### config.mk
export PLATFORM = sky130hd
export DESIGN_NAME = job_admission_dispatch_table_flat
export DESIGN_NICKNAME = d
export VERILOG_FILES = /design/src/hdl/jadt_pkg.sv /design/src/hdl/jadt_chan_if.sv /design/src/hdl/jadt_ctrl.sv /design/src/hdl/jadt_datapath.sv /design/src/hdl/job_admission_dispatch_table.sv /design/src/flat_wrapper.sv
export SDC_FILE = /design/constraint.sdc
export NUM_CORES = 2
export LEC_CHECK = 0
export BUFFER_PORTS_ARGS = -buffer_cell sky130_fd_sc_hd__buf_2
export CORE_ASPECT_RATIO = 0.7
export CORE_MARGIN = 1.5
export CORE_UTILIZATION = 57
export CTS_BUF_LIST = sky130_fd_sc_hd__clkbuf_2
export CTS_CLUSTER_SIZE = 28
export DETAILED_ROUTE_END_ITERATION = 12
export PLACE_DENSITY = 0.74
export SLEW_MARGIN = 20
export SYNTH_ARGS = -nofsm -noshare
export SYNTH_HDL_FRONTEND = slang
export SYNTH_SLANG_ARGS = --single-unit
### constraint.sdc
create_clock -name clock -period 20.4 [get_ports clock]
set_input_delay 4.08 -clock clock [delete_from_list [all_inputs] [get_ports clock]]
set_output_delay 4.08 -clock clock [all_outputs]
set_load 0.03 [all_outputs]
### src/hdl/jadt_pkg.sv
// jadt_pkg: shared constants, codes and control types of the job table
// used by the controller, datapath and top level of the job admission and dispatch table
package jadt_pkg;

   localparam int SLOTS      = 16;
   localparam int SLOT_BITS  = 4;
   localparam int IDENT_BITS = 16;
   localparam int WAIT_DEPTH = 16;
   localparam int CNT_BITS   = 5;
   localparam int CFG_BITS   = 2;

   // request kinds
   localparam logic [2:0] REQ_SUBMIT   = 3'd0;
   localparam logic [2:0] REQ_CANCEL   = 3'd1;
   localparam logic [2:0] REQ_DISPATCH = 3'd2;
   localparam logic [2:0] REQ_FINISH   = 3'd3;
   localparam logic [2:0] REQ_TAKE     = 3'd4;
   localparam logic [2:0] REQ_STATUS   = 3'd5;
   localparam logic [2:0] REQ_TICK     = 3'd6;

   // job states
   localparam logic [3:0] ST_QUEUED     = 4'd0;
   localparam logic [3:0] ST_RUNNING    = 4'd1;
   localparam logic [3:0] ST_CANCELLING = 4'd2;
   localparam logic [3:0] ST_COMPLETED  = 4'd3;
   localparam logic [3:0] ST_CANCELLED  = 4'd4;
   localparam logic [3:0] ST_DEADLINE   = 4'd5;
   localparam logic [3:0] ST_FAILED     = 4'd8;

   // answer codes
   localparam logic [2:0] RC_OK         = 3'd0;
   localparam logic [2:0] RC_INVALID    = 3'd1;
   localparam logic [2:0] RC_WAIT_FULL  = 3'd2;
   localparam logic [2:0] RC_TABLE_FULL = 3'd3;
   localparam logic [2:0] RC_IDS_OUT    = 3'd4;
   localparam logic [2:0] RC_MISMATCH   = 3'd5;
   localparam logic [2:0] RC_REFUSED    = 3'd6;

   // coalescing modes
   localparam logic [1:0] MODE_NONE  = 2'd0;
   localparam logic [1:0] MODE_JOIN  = 2'd1;
   localparam logic [1:0] MODE_SUPER = 2'd2;
   localparam logic [1:0] MODE_BAD   = 2'd3;

   // register indexes and reset values
   localparam logic [CFG_BITS-1:0] CSR_RUN_LIMIT  = 2'd0;
   localparam logic [CFG_BITS-1:0] CSR_WAIT_LIMIT = 2'd1;
   localparam logic [CFG_BITS-1:0] CSR_TIMEOUT    = 2'd2;
   localparam logic [CNT_BITS-1:0] RST_RUN_LIMIT  = 5'd1;
   localparam logic [CNT_BITS-1:0] RST_WAIT_LIMIT = 5'd16;
   localparam logic [31:0]         RST_TIMEOUT    = 32'd300000;

   // datapath phases commanded by the controller
   localparam logic [2:0] PH_IDLE   = 3'd0;
   localparam logic [2:0] PH_LOAD   = 3'd1;
   localparam logic [2:0] PH_SCAN   = 3'd2;
   localparam logic [2:0] PH_DECIDE = 3'd3;
   localparam logic [2:0] PH_OWNER  = 3'd4;
   localparam logic [2:0] PH_CREATE = 3'd5;
   localparam logic [2:0] PH_ACT    = 3'd6;
   localparam logic [2:0] PH_EMIT   = 3'd7;

   typedef struct packed {
      logic [2:0]           phase;
      logic [SLOT_BITS-1:0] scan_idx;
   } ctl_cmd_type;

   typedef struct packed {
      logic rsp_free;
   } ctl_stat_type;

   function automatic logic is_terminal(input logic [3:0] s);
      return (s >= ST_COMPLETED) && (s <= ST_FAILED);
   endfunction

endpackage

### src/hdl/jadt_chan_if.sv
// jadt_chan_if: valid/ready channels for request and response words
// depends on nothing but the field widths of the job table
interface jadt_req_if;
   logic        valid;
   logic        ready;
   logic [2:0]  req_type;
   logic [31:0] now_time;
   logic [15:0] target_ident;
   logic [7:0]  op_code;
   logic [1:0]  merge_mode;
   logic [31:0] merge_key;
   logic [31:0] data_digest;
   logic        isolated_ok;
   logic [31:0] due_time;
   logic [3:0]  worker_outcome;

   modport source (output valid, req_type, now_time, target_ident, op_code, merge_mode,
                   merge_key, data_digest, isolated_ok, due_time, worker_outcome,
                   input ready);
   modport sink (input valid, req_type, now_time, target_ident, op_code, merge_mode,
                 merge_key, data_digest, isolated_ok, due_time, worker_outcome,
                 output ready);
endinterface

interface jadt_rsp_if;
   logic        valid;
   logic        ready;
   logic [2:0]  status_code;
   logic [15:0] result_ident;
   logic [3:0]  job_state;
   logic        cancel_flag;
   logic [7:0]  out_op_code;
   logic [31:0] out_merge_key;
   logic [31:0] out_digest;
   logic [31:0] out_due_time;

   modport source (output valid, status_code, result_ident, job_state, cancel_flag,
                   out_op_code, out_merge_key, out_digest, out_due_time, input ready);
   modport sink (input valid, status_code, result_ident, job_state, cancel_flag,
                 out_op_code, out_merge_key, out_digest, out_due_time, output ready);
endinterface

### src/hdl/jadt_ctrl.sv
// jadt_ctrl: sequencer of the job table, one request at a time
// depends on jadt_pkg for phase codes and command/status types
module jadt_ctrl (
   input  logic                  clock,
   input  logic                  reset,
   input  logic                  req_valid,
   output logic                  req_ready,
   input  jadt_pkg::ctl_stat_type stat,
   output jadt_pkg::ctl_cmd_type  cmd
);

   localparam logic [2:0] S_IDLE   = 3'd0;
   localparam logic [2:0] S_SCAN   = 3'd1;
   localparam logic [2:0] S_DECIDE = 3'd2;
   localparam logic [2:0] S_OWNER  = 3'd3;
   localparam logic [2:0] S_CREATE = 3'd4;
   localparam logic [2:0] S_ACT    = 3'd5;
   localparam logic [2:0] S_EMIT   = 3'd6;

   logic [2:0]                     state_ff, state_in;
   logic [jadt_pkg::SLOT_BITS-1:0] idx_ff, idx_in;

   // next state and phase command
   always_comb begin
      state_in     = state_ff;
      idx_in       = idx_ff;
      cmd.phase    = jadt_pkg::PH_IDLE;
      cmd.scan_idx = idx_ff;
      unique case (state_ff)
         S_IDLE: begin
            if (req_valid) begin
               cmd.phase = jadt_pkg::PH_LOAD;
               idx_in    = '0;
               state_in  = S_SCAN;
            end
         end
         S_SCAN: begin
            cmd.phase = jadt_pkg::PH_SCAN;
            idx_in    = idx_ff + 1'b1;
            if (idx_ff == jadt_pkg::SLOT_BITS'(jadt_pkg::SLOTS - 1)) state_in = S_DECIDE;
         end
         S_DECIDE: begin
            cmd.phase = jadt_pkg::PH_DECIDE;
            state_in  = S_OWNER;
         end
         S_OWNER: begin
            cmd.phase = jadt_pkg::PH_OWNER;
            state_in  = S_CREATE;
         end
         S_CREATE: begin
            cmd.phase = jadt_pkg::PH_CREATE;
            state_in  = S_ACT;
         end
         S_ACT: begin
            cmd.phase = jadt_pkg::PH_ACT;
            state_in  = S_EMIT;
         end
         S_EMIT: begin
            if (stat.rsp_free) begin
               cmd.phase = jadt_pkg::PH_EMIT;
               state_in  = S_IDLE;
            end
         end
         default: state_in = S_IDLE;
      endcase
   end

   assign req_ready = (state_ff == S_IDLE);

   // state registers
   always_ff @(posedge clock) begin
      if (reset) begin
         state_ff <= S_IDLE;
         idx_ff   <= '0;
      end else begin
         state_ff <= state_in;
         idx_ff   <= idx_in;
      end
   end

endmodule

### src/hdl/jadt_datapath.sv
// jadt_datapath: slot table, counters, scan capture, decision and response word
// depends on jadt_pkg and the channel interfaces in jadt_chan_if
module jadt_datapath (
   input  logic                            clock,
   input  logic                            reset,
   input  jadt_pkg::ctl_cmd_type           cmd,
   output jadt_pkg::ctl_stat_type          stat,
   jadt_req_if.sink                        req_port,
   jadt_rsp_if.source                      rsp_port,
   input  logic                            csr_we,
   input  logic [jadt_pkg::CFG_BITS-1:0]   csr_index,
   input  logic [31:0]                     csr_wdata
);

   localparam int SB = jadt_pkg::SLOT_BITS;
   localparam int IB = jadt_pkg::IDENT_BITS;
   localparam int CB = jadt_pkg::CNT_BITS;

   // slot table
   logic          used_ff   [jadt_pkg::SLOTS];
   logic          owner_ff  [jadt_pkg::SLOTS];
   logic [IB-1:0] ident_ff  [jadt_pkg::SLOTS];
   logic [3:0]    jstate_ff [jadt_pkg::SLOTS];
   logic          cancel_ff [jadt_pkg::SLOTS];
   logic [10:0]   opm_ff    [jadt_pkg::SLOTS];
   logic [31:0]   key_ff    [jadt_pkg::SLOTS];
   logic [31:0]   dig_ff    [jadt_pkg::SLOTS];
   logic [31:0]   due_ff    [jadt_pkg::SLOTS];
   logic          hasout_ff [jadt_pkg::SLOTS];

   // configuration and counters
   logic [CB-1:0] run_limit_ff, wait_limit_ff, lim;
   logic [31:0]   timeout_ff;
   logic [CB-1:0] wait_cnt_ff, run_cnt_ff;
   logic [IB-1:0] next_id_ff;

   // latched request
   logic [2:0]  rq_type_ff;
   logic [31:0] rq_now_ff, rq_key_ff, rq_dig_ff, rq_due_ff;
   logic [15:0] rq_tgt_ff;
   logic [7:0]  rq_op_ff;
   logic [1:0]  rq_mode_ff;
   logic        rq_iso_ff;
   logic [3:0]  rq_out_ff;
   logic        disp_ok_ff;

   // scan capture
   logic          fnd_ff, fre_ff, own_ff, min_ff;
   logic [SB-1:0] fnd_idx_ff, fre_idx_ff, own_idx_ff, min_idx_ff;
   logic [3:0]    fnd_state_ff;
   logic          fnd_cancel_ff, fnd_hasout_ff, own_queued_ff, own_digeq_ff;
   logic [IB-1:0] min_ident_ff;
   logic [31:0]   due_eff_ff;
   logic          late_ff;

   // decision
   logic [2:0]    rc_ff, rc_in;
   logic          plan_owner_ff, plan_create_ff, plan_act_ff, job_ff;
   logic          own_in, cre_in, act_in, job_in;
   logic [SB-1:0] tgt_idx_ff, tgt_in;

   // response word
   logic        rsp_valid_ff;
   logic [2:0]  rsp_code_ff;
   logic [15:0] rsp_ident_ff;
   logic [3:0]  rsp_state_ff;
   logic        rsp_cancel_ff;
   logic [7:0]  rsp_op_ff;
   logic [31:0] rsp_key_ff, rsp_dig_ff, rsp_due_ff;

   // table read at the single working address
   logic [SB-1:0] addr;
   logic          rd_used, rd_owner, rd_cancel, rd_hasout, rd_term;
   logic [IB-1:0] rd_ident;
   logic [3:0]    rd_state;
   logic [10:0]   rd_opm;
   logic [31:0]   rd_key, rd_dig, rd_due;

   always_comb begin
      case (cmd.phase)
         jadt_pkg::PH_SCAN:   addr = cmd.scan_idx;
         jadt_pkg::PH_OWNER:  addr = own_idx_ff;
         jadt_pkg::PH_CREATE: addr = fre_idx_ff;
         default:             addr = tgt_idx_ff;
      endcase
   end

   assign rd_used   = used_ff[addr];
   assign rd_owner  = owner_ff[addr];
   assign rd_ident  = ident_ff[addr];
   assign rd_state  = jstate_ff[addr];
   assign rd_cancel = cancel_ff[addr];
   assign rd_opm    = opm_ff[addr];
   assign rd_key    = key_ff[addr];
   assign rd_dig    = dig_ff[addr];
   assign rd_due    = due_ff[addr];
   assign rd_hasout = hasout_ff[addr];
   assign rd_term   = jadt_pkg::is_terminal(rd_state);

   assign lim = (wait_limit_ff > CB'(jadt_pkg::WAIT_DEPTH)) ? CB'(jadt_pkg::WAIT_DEPTH)
                                                          : wait_limit_ff;

   // default deadline with saturation
   logic [32:0] due_sum;
   logic [31:0] due_eff;
   assign due_sum = {1'b0, rq_now_ff} + {1'b0, timeout_ff};
   assign due_eff = (rq_due_ff != 32'd0) ? rq_due_ff
                  : (due_sum[32] ? 32'hFFFF_FFFF : due_sum[31:0]);

   // per slot scan hits
   logic scan, do_expire, expiring, hit_fnd, hit_fre, hit_own, hit_min, first;
   assign scan      = (cmd.phase == jadt_pkg::PH_SCAN);
   assign first     = (cmd.scan_idx == '0);
   assign do_expire = (rq_type_ff == jadt_pkg::REQ_TICK) ||
                      ((rq_type_ff == jadt_pkg::REQ_DISPATCH) && disp_ok_ff);
   assign expiring  = scan && do_expire && rd_used && !rd_term && (rd_due <= rq_now_ff);
   assign hit_fnd   = rd_used && (rq_tgt_ff != 16'd0) && (rd_ident == rq_tgt_ff);
   assign hit_fre   = !rd_used;
   assign hit_own   = rd_used && rd_owner && (rd_opm[7:0] == rq_op_ff) &&
                      (rd_key == rq_key_ff) && !rd_term;
   assign hit_min   = rd_used && (rd_state == jadt_pkg::ST_QUEUED) && !expiring;

   logic fnd_prev, fre_prev, own_prev, min_prev;
   assign fnd_prev = !first && fnd_ff;
   assign fre_prev = !first && fre_ff;
   assign own_prev = !first && own_ff;
   assign min_prev = !first && min_ff;

   // decision from the scan results
   logic sub_inv, sup, own_hit;
   logic [CB-1:0] wc_eff;
   assign sub_inv = (rq_op_ff == 8'd0) || !rq_iso_ff || (rq_mode_ff == jadt_pkg::MODE_BAD) ||
                    ((rq_mode_ff != jadt_pkg::MODE_NONE) && (rq_key_ff == 32'd0));
   assign own_hit = (rq_mode_ff != jadt_pkg::MODE_NONE) && own_ff;
   assign sup     = own_hit && (rq_mode_ff == jadt_pkg::MODE_SUPER);
   assign wc_eff  = wait_cnt_ff - CB'(sup && own_queued_ff);

   always_comb begin
      rc_in  = jadt_pkg::RC_OK;
      own_in = 1'b0;
      cre_in = 1'b0;
      act_in = 1'b0;
      job_in = 1'b0;
      tgt_in = fnd_idx_ff;
      unique case (rq_type_ff)
         jadt_pkg::REQ_SUBMIT: begin
            tgt_in = fre_idx_ff;
            if (sub_inv) rc_in = jadt_pkg::RC_INVALID;
            else if (late_ff) begin
               if (next_id_ff == '0) rc_in = jadt_pkg::RC_IDS_OUT;
               else if (!fre_ff) rc_in = jadt_pkg::RC_TABLE_FULL;
               else begin
                  cre_in = 1'b1;
                  job_in = 1'b1;
               end
            end else if (own_hit && (rq_mode_ff == jadt_pkg::MODE_JOIN)) begin
               if (!own_digeq_ff) rc_in = jadt_pkg::RC_MISMATCH;
               else begin
                  tgt_in = own_idx_ff;
                  job_in = 1'b1;
               end
            end else if (sup && !own_queued_ff && (wait_cnt_ff >= lim)) begin
               rc_in = jadt_pkg::RC_WAIT_FULL;
            end else begin
               own_in = sup;
               if (wc_eff >= lim) rc_in = jadt_pkg::RC_WAIT_FULL;
               else if (next_id_ff == '0) rc_in = jadt_pkg::RC_IDS_OUT;
               else if (!fre_ff) rc_in = jadt_pkg::RC_TABLE_FULL;
               else begin
                  cre_in = 1'b1;
                  job_in = 1'b1;
               end
            end
         end
         jadt_pkg::REQ_CANCEL: begin
            if (!fnd_ff || jadt_pkg::is_terminal(fnd_state_ff) || fnd_cancel_ff)
               rc_in = jadt_pkg::RC_REFUSED;
            else begin
               act_in = 1'b1;
               job_in = 1'b1;
            end
         end
         jadt_pkg::REQ_DISPATCH: begin
            tgt_in = min_idx_ff;
            if (!disp_ok_ff || !min_ff) rc_in = jadt_pkg::RC_REFUSED;
            else begin
               act_in = 1'b1;
               job_in = 1'b1;
            end
         end
         jadt_pkg::REQ_FINISH: begin
            if (!jadt_pkg::is_terminal(rq_out_ff)) rc_in = jadt_pkg::RC_INVALID;
            else if (!fnd_ff || jadt_pkg::is_terminal(fnd_state_ff) ||
                     (fnd_state_ff == jadt_pkg::ST_QUEUED))
               rc_in = jadt_pkg::RC_REFUSED;
            else begin
               act_in = 1'b1;
               job_in = 1'b1;
            end
         end
         jadt_pkg::REQ_TAKE: begin
            if (!fnd_ff || !fnd_hasout_ff) rc_in = jadt_pkg::RC_REFUSED;
            else job_in = 1'b1;
         end
         jadt_pkg::REQ_STATUS: begin
            if (!fnd_ff) rc_in = jadt_pkg::RC_REFUSED;
            else job_in = 1'b1;
         end
         jadt_pkg::REQ_TICK: rc_in = jadt_pkg::RC_OK;
         default: rc_in = jadt_pkg::RC_INVALID;
      endcase
   end

   // table write commands at the working address
   logic        we_used, w_used, we_state, we_cancel, w_cancel, we_hasout, w_hasout;
   logic        we_owner, w_owner, we_fill;
   logic [3:0]  w_state;
   logic        wc_inc, wc_dec, run_inc, run_dec;
   logic        emit, take_clear;

   assign emit       = (cmd.phase == jadt_pkg::PH_EMIT);
   assign take_clear = emit && (rc_ff == jadt_pkg::RC_OK) && (rq_type_ff == jadt_pkg::REQ_TAKE);

   always_comb begin
      we_used = 1'b0;  w_used = 1'b0;
      we_state = 1'b0; w_state = jadt_pkg::ST_QUEUED;
      we_cancel = 1'b0; w_cancel = 1'b0;
      we_hasout = 1'b0; w_hasout = 1'b0;
      we_owner = 1'b0; w_owner = 1'b0;
      we_fill = 1'b0;
      wc_inc = 1'b0; wc_dec = 1'b0; run_inc = 1'b0; run_dec = 1'b0;
      case (cmd.phase)
         jadt_pkg::PH_SCAN: begin
            if (expiring) begin
               we_cancel = 1'b1; w_cancel = 1'b1;
               we_state = 1'b1;  w_state = jadt_pkg::ST_DEADLINE;
               we_hasout = 1'b1; w_hasout = 1'b1;
               we_owner = 1'b1;
               if (rd_state == jadt_pkg::ST_QUEUED) wc_dec = 1'b1;
               else run_dec = 1'b1;
            end
         end
         jadt_pkg::PH_OWNER, jadt_pkg::PH_ACT: begin
            // supersede of the key owner or a plain cancel share one path
            if ((cmd.phase == jadt_pkg::PH_OWNER && plan_owner_ff) ||
                (cmd.phase == jadt_pkg::PH_ACT && plan_act_ff &&
                 rq_type_ff == jadt_pkg::REQ_CANCEL)) begin
               we_cancel = 1'b1; w_cancel = 1'b1;
               we_state = 1'b1;
               if (rd_state == jadt_pkg::ST_QUEUED) begin
                  w_state = jadt_pkg::ST_CANCELLED;
                  we_hasout = 1'b1; w_hasout = 1'b1;
                  we_owner = 1'b1;
                  wc_dec = 1'b1;
               end else begin
                  w_state = jadt_pkg::ST_CANCELLING;
                  we_owner = (cmd.phase == jadt_pkg::PH_OWNER) && plan_create_ff;
               end
            end else if (cmd.phase == jadt_pkg::PH_ACT && plan_act_ff &&
                         rq_type_ff == jadt_pkg::REQ_DISPATCH) begin
               we_state = 1'b1; w_state = jadt_pkg::ST_RUNNING;
               run_inc = 1'b1;
               wc_dec = 1'b1;
            end else if (cmd.phase == jadt_pkg::PH_ACT && plan_act_ff &&
                         rq_type_ff == jadt_pkg::REQ_FINISH) begin
               we_state = 1'b1;
               w_state = rd_cancel ? jadt_pkg::ST_CANCELLED : rq_out_ff;
               we_hasout = 1'b1; w_hasout = 1'b1;
               we_owner = 1'b1;
               run_dec = 1'b1;
            end
         end
         jadt_pkg::PH_CREATE: begin
            if (plan_create_ff) begin
               we_used = 1'b1;   w_used = 1'b1;
               we_fill = 1'b1;
               we_state = 1'b1;
               w_state = late_ff ? jadt_pkg::ST_DEADLINE : jadt_pkg::ST_QUEUED;
               we_cancel = 1'b1;
               we_hasout = 1'b1; w_hasout = late_ff;
               we_owner = 1'b1;
               w_owner = !late_ff && (rq_mode_ff != jadt_pkg::MODE_NONE);
               wc_inc = !late_ff;
            end
         end
         jadt_pkg::PH_EMIT: begin
            if (take_clear && stat.rsp_free) begin
               we_used = 1'b1;
               we_owner = 1'b1;
            end
         end
         default: ;
      endcase
   end

   // slot storage, flags with reset
   always_ff @(posedge clock) begin
      if (reset) begin
         for (int i = 0; i < jadt_pkg::SLOTS; i++) begin
            used_ff[i]  <= 1'b0;
            owner_ff[i] <= 1'b0;
         end
      end else begin
         if (we_used)  used_ff[addr]  <= w_used;
         if (we_owner) owner_ff[addr] <= w_owner;
      end
   end

   // slot storage, payload
   always_ff @(posedge clock) begin
      if (we_state)  jstate_ff[addr] <= w_state;
      if (we_cancel) cancel_ff[addr] <= w_cancel;
      if (we_hasout) hasout_ff[addr] <= w_hasout;
      if (we_fill) begin
         ident_ff[addr] <= next_id_ff;
         opm_ff[addr]   <= {1'b1, rq_mode_ff, rq_op_ff};
         key_ff[addr]   <= rq_key_ff;
         dig_ff[addr]   <= rq_dig_ff;
         due_ff[addr]   <= due_eff_ff;
      end
   end

   // configuration, counters and identity source
   always_ff @(posedge clock) begin
      if (reset) begin
         run_limit_ff  <= jadt_pkg::RST_RUN_LIMIT;
         wait_limit_ff <= jadt_pkg::RST_WAIT_LIMIT;
         timeout_ff    <= jadt_pkg::RST_TIMEOUT;
         wait_cnt_ff   <= '0;
         run_cnt_ff    <= '0;
         next_id_ff    <= IB'(1);
      end else begin
         if (csr_we) begin
            unique case (csr_index)
               jadt_pkg::CSR_RUN_LIMIT:  run_limit_ff  <= csr_wdata[CB-1:0];
               jadt_pkg::CSR_WAIT_LIMIT: wait_limit_ff <= csr_wdata[CB-1:0];
               jadt_pkg::CSR_TIMEOUT:    timeout_ff    <= csr_wdata;
               default: ;
            endcase
         end
         if (wc_inc) wait_cnt_ff <= wait_cnt_ff + 1'b1;
         else if (wc_dec) wait_cnt_ff <= wait_cnt_ff - 1'b1;
         if (run_inc) run_cnt_ff <= run_cnt_ff + 1'b1;
         else if (run_dec && run_cnt_ff != '0) run_cnt_ff <= run_cnt_ff - 1'b1;
         if (we_fill) next_id_ff <= next_id_ff + 1'b1;
      end
   end

   // request latch, scan capture and plan
   always_ff @(posedge clock) begin
      if (reset) begin
         plan_owner_ff  <= 1'b0;
         plan_create_ff <= 1'b0;
         plan_act_ff    <= 1'b0;
      end else if (cmd.phase == jadt_pkg::PH_DECIDE) begin
         plan_owner_ff  <= own_in;
         plan_create_ff <= cre_in;
         plan_act_ff    <= act_in;
      end
      if (cmd.phase == jadt_pkg::PH_LOAD) begin
         rq_type_ff <= req_port.req_type;
         rq_now_ff  <= req_port.now_time;
         rq_tgt_ff  <= req_port.target_ident;
         rq_op_ff   <= req_port.op_code;
         rq_mode_ff <= req_port.merge_mode;
         rq_key_ff  <= req_port.merge_key;
         rq_dig_ff  <= req_port.data_digest;
         rq_iso_ff  <= req_port.isolated_ok;
         rq_due_ff  <= req_port.due_time;
         rq_out_ff  <= req_port.worker_outcome;
         disp_ok_ff <= (run_cnt_ff < run_limit_ff);
      end
      if (scan) begin
         due_eff_ff <= due_eff;
         late_ff    <= (due_eff <= rq_now_ff);
         fnd_ff <= fnd_prev || hit_fnd;
         if (hit_fnd && !fnd_prev) begin
            fnd_idx_ff    <= cmd.scan_idx;
            fnd_state_ff  <= rd_state;
            fnd_cancel_ff <= rd_cancel;
            fnd_hasout_ff <= rd_hasout;
         end
         fre_ff <= fre_prev || hit_fre;
         if (hit_fre && !fre_prev) fre_idx_ff <= cmd.scan_idx;
         own_ff <= own_prev || hit_own;
         if (hit_own && !own_prev) begin
            own_idx_ff    <= cmd.scan_idx;
            own_queued_ff <= (rd_state == jadt_pkg::ST_QUEUED);
            own_digeq_ff  <= (rd_dig == rq_dig_ff);
         end
         min_ff <= min_prev || hit_min;
         if (hit_min && (!min_prev || rd_ident < min_ident_ff)) begin
            min_idx_ff   <= cmd.scan_idx;
            min_ident_ff <= rd_ident;
         end
      end
      if (cmd.phase == jadt_pkg::PH_DECIDE) begin
         rc_ff      <= rc_in;
         job_ff     <= job_in;
         tgt_idx_ff <= tgt_in;
      end
   end

   // response word register
   assign stat.rsp_free = !rsp_valid_ff || rsp_port.ready;

   always_ff @(posedge clock) begin
      if (reset) begin
         rsp_valid_ff <= 1'b0;
      end else if (emit && stat.rsp_free) begin
         rsp_valid_ff <= 1'b1;
      end else if (rsp_port.ready) begin
         rsp_valid_ff <= 1'b0;
      end
      if (emit && stat.rsp_free) begin
         rsp_code_ff <= rc_ff;
         if (rc_ff == jadt_pkg::RC_OK && job_ff) begin
            rsp_ident_ff  <= 16'(rd_ident);
            rsp_state_ff  <= rd_state;
            rsp_cancel_ff <= rd_cancel;
            rsp_op_ff     <= rd_opm[7:0];
            rsp_due_ff    <= rd_due;
         end else begin
            rsp_ident_ff  <= '0;
            rsp_state_ff  <= '0;
            rsp_cancel_ff <= 1'b0;
            rsp_op_ff     <= '0;
            rsp_due_ff    <= '0;
         end
         if (rc_ff == jadt_pkg::RC_OK && job_ff && rq_type_ff == jadt_pkg::REQ_DISPATCH) begin
            rsp_key_ff <= rd_key;
            rsp_dig_ff <= rd_dig;
         end else begin
            rsp_key_ff <= '0;
            rsp_dig_ff <= '0;
         end
      end
   end

   assign rsp_port.valid         = rsp_valid_ff;
   assign rsp_port.status_code   = rsp_code_ff;
   assign rsp_port.result_ident  = rsp_ident_ff;
   assign rsp_port.job_state     = rsp_state_ff;
   assign rsp_port.cancel_flag   = rsp_cancel_ff;
   assign rsp_port.out_op_code   = rsp_op_ff;
   assign rsp_port.out_merge_key = rsp_key_ff;
   assign rsp_port.out_digest    = rsp_dig_ff;
   assign rsp_port.out_due_time  = rsp_due_ff;

   // checks
   a_wait_bound: assert property (@(posedge clock) disable iff (reset)
      wait_cnt_ff <= CB'(jadt_pkg::WAIT_DEPTH))
      else $error("wait count beyond queue depth");

   a_ident_live: assert property (@(posedge clock) disable iff (reset)
      (cmd.phase == jadt_pkg::PH_CREATE && plan_create_ff) |-> next_id_ff != '0)
      else $error("job created with exhausted identity");

   a_err_clean: assert property (@(posedge clock) disable iff (reset)
      (emit && stat.rsp_free && rc_ff != jadt_pkg::RC_OK) |=>
      (rsp_ident_ff == '0 && rsp_state_ff == '0 && rsp_due_ff == '0))
      else $error("error answer carries job fields");

endmodule

### src/hdl/job_admission_dispatch_table.sv
// job_admission_dispatch_table: top level of the job table
// sequence: after a request is accepted it passes through the slot scan, decide, owner,
//   create, act and emit steps; emit waits while the response word is stalled
// a new request is accepted only once the last one has emitted its response word;
//   the table scan that dominates this sequence reads one slot per cycle
// reset: synchronous, clears the table, counters and limits to their defaults
module job_admission_dispatch_table (
   input  logic                          clock,
   input  logic                          reset,
   jadt_req_if.sink                      req_port,
   jadt_rsp_if.source                    rsp_port,
   input  logic                          csr_we,
   input  logic [jadt_pkg::CFG_BITS-1:0] csr_index,
   input  logic [31:0]                   csr_wdata
);

   jadt_pkg::ctl_cmd_type  cmd;
   jadt_pkg::ctl_stat_type stat;
   logic                   ready;

   // sequencer
   jadt_ctrl u_ctrl (
      .clock     (clock),
      .reset     (reset),
      .req_valid (req_port.valid),
      .req_ready (ready),
      .stat      (stat),
      .cmd       (cmd)
   );

   assign req_port.ready = ready;

   // table and response word
   jadt_datapath u_datapath (
      .clock     (clock),
      .reset     (reset),
      .cmd       (cmd),
      .stat      (stat),
      .req_port  (req_port),
      .rsp_port  (rsp_port),
      .csr_we    (csr_we),
      .csr_index (csr_index),
      .csr_wdata (csr_wdata)
   );

endmodule
### src/flat_wrapper.sv
// flat-port wrapper written by rule: the top's interface ports become plain ports
module job_admission_dispatch_table_flat 
  (clock, reset, csr_we, csr_index, csr_wdata, req_port_valid, req_port_req_type, req_port_now_time, req_port_target_ident, req_port_op_code, req_port_merge_mode, req_port_merge_key, req_port_data_digest, req_port_isolated_ok, req_port_due_time, req_port_worker_outcome, req_port_ready, rsp_port_valid, rsp_port_status_code, rsp_port_result_ident, rsp_port_job_state, rsp_port_cancel_flag, rsp_port_out_op_code, rsp_port_out_merge_key, rsp_port_out_digest, rsp_port_out_due_time, rsp_port_ready);
  jadt_req_if req_port_i ();
  jadt_rsp_if rsp_port_i ();
  input  logic clock;
  input  logic reset;
  input  logic csr_we;
  input  logic [jadt_pkg::CFG_BITS-1:0] csr_index;
  input  logic [31:0] csr_wdata;
  input wire logic [$bits(req_port_i.valid)-1:0] req_port_valid;
  input wire logic [$bits(req_port_i.req_type)-1:0] req_port_req_type;
  input wire logic [$bits(req_port_i.now_time)-1:0] req_port_now_time;
  input wire logic [$bits(req_port_i.target_ident)-1:0] req_port_target_ident;
  input wire logic [$bits(req_port_i.op_code)-1:0] req_port_op_code;
  input wire logic [$bits(req_port_i.merge_mode)-1:0] req_port_merge_mode;
  input wire logic [$bits(req_port_i.merge_key)-1:0] req_port_merge_key;
  input wire logic [$bits(req_port_i.data_digest)-1:0] req_port_data_digest;
  input wire logic [$bits(req_port_i.isolated_ok)-1:0] req_port_isolated_ok;
  input wire logic [$bits(req_port_i.due_time)-1:0] req_port_due_time;
  input wire logic [$bits(req_port_i.worker_outcome)-1:0] req_port_worker_outcome;
  output wire logic [$bits(req_port_i.ready)-1:0] req_port_ready;
  output wire logic [$bits(rsp_port_i.valid)-1:0] rsp_port_valid;
  output wire logic [$bits(rsp_port_i.status_code)-1:0] rsp_port_status_code;
  output wire logic [$bits(rsp_port_i.result_ident)-1:0] rsp_port_result_ident;
  output wire logic [$bits(rsp_port_i.job_state)-1:0] rsp_port_job_state;
  output wire logic [$bits(rsp_port_i.cancel_flag)-1:0] rsp_port_cancel_flag;
  output wire logic [$bits(rsp_port_i.out_op_code)-1:0] rsp_port_out_op_code;
  output wire logic [$bits(rsp_port_i.out_merge_key)-1:0] rsp_port_out_merge_key;
  output wire logic [$bits(rsp_port_i.out_digest)-1:0] rsp_port_out_digest;
  output wire logic [$bits(rsp_port_i.out_due_time)-1:0] rsp_port_out_due_time;
  input wire logic [$bits(rsp_port_i.ready)-1:0] rsp_port_ready;
  assign req_port_i.valid = req_port_valid;
  assign req_port_i.req_type = req_port_req_type;
  assign req_port_i.now_time = req_port_now_time;
  assign req_port_i.target_ident = req_port_target_ident;
  assign req_port_i.op_code = req_port_op_code;
  assign req_port_i.merge_mode = req_port_merge_mode;
  assign req_port_i.merge_key = req_port_merge_key;
  assign req_port_i.data_digest = req_port_data_digest;
  assign req_port_i.isolated_ok = req_port_isolated_ok;
  assign req_port_i.due_time = req_port_due_time;
  assign req_port_i.worker_outcome = req_port_worker_outcome;
  assign req_port_ready = req_port_i.ready;
  assign rsp_port_valid = rsp_port_i.valid;
  assign rsp_port_status_code = rsp_port_i.status_code;
  assign rsp_port_result_ident = rsp_port_i.result_ident;
  assign rsp_port_job_state = rsp_port_i.job_state;
  assign rsp_port_cancel_flag = rsp_port_i.cancel_flag;
  assign rsp_port_out_op_code = rsp_port_i.out_op_code;
  assign rsp_port_out_merge_key = rsp_port_i.out_merge_key;
  assign rsp_port_out_digest = rsp_port_i.out_digest;
  assign rsp_port_out_due_time = rsp_port_i.out_due_time;
  assign rsp_port_i.ready = rsp_port_ready;
  job_admission_dispatch_table u_core (.clock(clock), .reset(reset), .req_port(req_port_i), .rsp_port(rsp_port_i), .csr_we(csr_we), .csr_index(csr_index), .csr_wdata(csr_wdata));
endmodule
==> flow_summary.toml <==
[floorplan]
die-height_um = 359
start_util_pct = 57.5
core_area_um2 = 180000
io_pins = 331
die-area_um2 = 184000
std_cell_rows = 130
die_w_um = 512

[detailed_routing]
wl_per_cell_um = 27.3
wl_met1_mm = 118
met3_length_mm = 46.5
wl_met2_mm = 130
vias = 71500
via_per_inst = 6.39
wl_mm = 305
dr.max_layer_used = "met5"
antenna_left = 0
first_iter_violations = 11700
drc = 0
dr.pass1.iters = 7

[clocking]
tritoncts = "built"
clk_path_buf_depth = 4
post_cts_buffers = 0
cts_hold_buf = 0
worstSkewPairLatency_ns = 1.70
clock-sinks = 2503
cts_buffers = 576
root_buffer = "clkbuf_2"
cts_max_level = 6
clk_pin_slew_ns = 0.12
ctsResizeCount = 0

[run]
cap_violations = 0

[worst_setup_path]
path_class = "reg -> reg"
crit_chain = "nor3b_4, nor3_1, nor2_4, buf_4, buf_4, buf_4, nand3_1, and3_1, a311oi_1, a21oi_1, ha_1, nand4_1, or2_2, or4_1, o21ai_0, nor2b_2, nor4_2, buf_4, nor2_1"
critical_path.max_stage_delay_ns = 1.00
r2r_cells = 19
cp-start-kind = "flop"
crit_fanout = 72
arrival_ns = 10.79
required_ns = 21.66
endpoint_kind = "flop"
slowest_stage = "nor3b_4"
crit_top_cell = "buf_4"

[sta]
rsz0062_at_grt = "no"
relSlewSlack_pct = 19.3
hold_violations = 0
tns_ns = 0
timing.final.crit_share_pct = 46.7
setup_slack_ns = 10.87
setup_viol = 0
tightest_slew_ns = 1.21
whs_ns = 0.472
max_freq_mhz = 105
maxSlewViolCount = 0
finalCriticalPeriod_ns = 9.53
finClkSkew_ns = 0.205

[cells_and_area]
drive_above_1_share_pct = 16.7
area_growth_pct = 9.09
final_cells = 11200
fin_util_pct = 62.7
nets = 8744
multiInputGateArea_um2 = 27000
fillers = 13400
register_area_um2 = 74400

[power]
p_per_area_nw_per_um2 = 117
vdd_drop_max_uv = 98.9
comb_power_share_pct = 29.9
power.share.sequential_pct = 46.0
power.internal_w = 0.00829
swShare_pct = 37.4
p_switching_w = 0.00495
p_leak_nw = 41.0
p_clk_share_pct = 24.2

[placement]
gp_congestion = 0.955
hpwl_mm = 174
preCtsSetupSlack_ns = 10.99
dp.cells = 10200
portBuffers = 330

[status]
outcome = "finished clean"

[global_routing]
grt_pass1_wl_mm = 443
grt_usage_pct = 32.4
grt_max_degree = 156
gr-total-overflow = 0
grt_pass1_vias = 67700
antenna_found_initial = 21

[synth]
synth.avg_cell_area_um2 = 13.2
yosys.cell_types.count = 90
ys_seq_elements = 2503
netlist_area_um2 = 103000
ys_warn_count = 0
yosysSeqAreaShare_pct = 71.9
syn_inst = 7829
synth_edf_count = 2424
async_flop_share_pct = 0
ys.flop_type = "edfxtp_1"
synth_fp_nets = 8170

[min_path]
hp-class = "reg -> reg"
whs_path_depth = 2
==> cells in the mapped netlist, drive strengths merged (54+ instances only) <==
library cell / n / area, um^2
edfxtp: 2424 / 72800
nand2: 1662 / 6250
nand3: 511 / 2560
nor2: 353 / 1330
clkbuf: 323 / 1210
and3: 274 / 1710
a21oi: 237 / 1190
a31oi: 209 / 1310
buf: 165 / 771
a211oi: 148 / 1120
ha: 137 / 1710
o21ai: 123 / 619
mux2i: 116 / 1160
inv: 100 / 375
xnor2: 88 / 771
dfxtp: 79 / 1580
xor2: 61 / 534
a311oi: 57 / 517
nor3: 57 / 285
nand4: 54 / 338
==> cells in the final DEF, fill, tap and decap left out, types with 19 or more instances in the layout <==
cell	synthesis	layout
buf_4	11	141
inv_1	99	99
o21ai_0	113	113
nor3_1	57	54
clkbuf_2	0	853
nand3_1	510	510
a21oi_1	237	237
nor2_4	0	23
nand2b_1	36	36
a22o_1	25	25
a211oi_1	147	147
buf_2	82	329
and3_1	274	274
ha_1	137	137
a22oi_1	19	19
nand4_1	54	54
nand2_1	1661	1657
nor4_1	47	46
xor2_1	61	61
dfxtp_1	79	79
a32oi_1	51	51
a311oi_1	56	55
mux2i_1	116	116
a31oi_1	209	209
clkinv_1	2	85
or3_1	25	25
o21bai_1	32	32
nor2b_1	35	34
a32o_1	46	46
and2_1	28	27
nor2_1	352	325
xnor2_1	88	88
a21o_1	49	49
edfxtp_1	2424	2424
a221oi_1	52	49
==> cell type report <==
| cell class | instances | share of cell area, % |
|---|---|---|
| well taps | 2376 | 2.63 |
| clock buffers | 853 | 3.78 |
| diodes | 11 | 0.0244 |
| flip-flops and latches | 2503 | 65.9 |
| repair buffers | 484 | 2.64 |
| multi-input cells | 4736 | 23.9 |
| inverters | 102 | 0.339 |
| clock inverters | 127 | 0.724 |
==> final timing paths <==
check	slack (ns)	end	from
worst max-delay path	10.87	u_core.u_datapath.jstate_ff[10][1]	u_core.u_ctrl.state_ff[2]
worst min-delay path	0.47	u_core.u_datapath.timeout_ff[10]	u_core.u_datapath.timeout_ff[10]
worst max register to register	10.87	u_core.u_datapath.jstate_ff[10][1]	u_core.u_ctrl.state_ff[2]
worst min register to register	0.47	u_core.u_datapath.timeout_ff[10]	u_core.u_datapath.timeout_ff[10]
==> metrics by stage <==
stage,instance area [um^2],total power (W)
final,113000,0.0132
after global routing,113000,0.0138
after CTS,113000,0.0131
after detailed placement,108000,0.0100
after global placement,108000,0.00993
after floorplan,103000,0.00862
==> logic make-up (layout without fill, tap and decap cells) <==
| kind of cell | Yosys count | count (layout) | synth area share [%] |
|---|---|---|---|
| fa+ha+maj | 140 | 140 | 1.72 |
| compound gates | 1180 | 1180 | 7.95 |
| flops | 2503 | 2503 | 71.9 |
| other cells | 0 | 11 | 0 |
| buf+inv | 590 | 1566 | 2.29 |
| xor+xnor | 149 | 149 | 1.26 |
| mux | 141 | 141 | 1.43 |
| simple gates | 3126 | 3126 | 13.4 |
==> layer usage <==
layer	global-route usage, %	up-vias
li1	-	30700
met1	47.8	34600
met2	45.7	5415
met3	9.80	707
met4	11.5	14
met5	0	-
==> sequential cells by signal, indices dropped and copies added, names as in the netlist, 64 cells and up <==
name,flops
u_core.u_datapath.jstate_ff,64
u_core.u_datapath.dig_ff,512
u_core.u_datapath.ident_ff,256
u_core.u_datapath.opm_ff,128
u_core.u_datapath.due_ff,512
u_core.u_datapath.key_ff,512
==> power by group through the flow <==
stage / Combinational (W) / Clock, W / Sequential (W)
3_3_place_gp: 0.00375 / 0 / 0.00618
4_1_cts: 0.00384 / 0.00323 / 0.00607
6_report: 0.00395 / 0.00320 / 0.00609
2_1_floorplan: 0.00252 / 0 / 0.00610
5_1_grt: 0.00420 / 0.00347 / 0.00610
3_5_place_dp: 0.00382 / 0 / 0.00619
==> critical path: cells and delay by family (launching register included) <==
kind	cells	cell delay, ns
flip-flops	1	0.73
buffers and inverters	4	2.33
AND/OR/NAND/NOR	11	4.70
AO/OA/AOI/OAI	3	0.87
adder cells (fa/ha/maj)	1	0.43
Power figures use the tool's default switching activity.
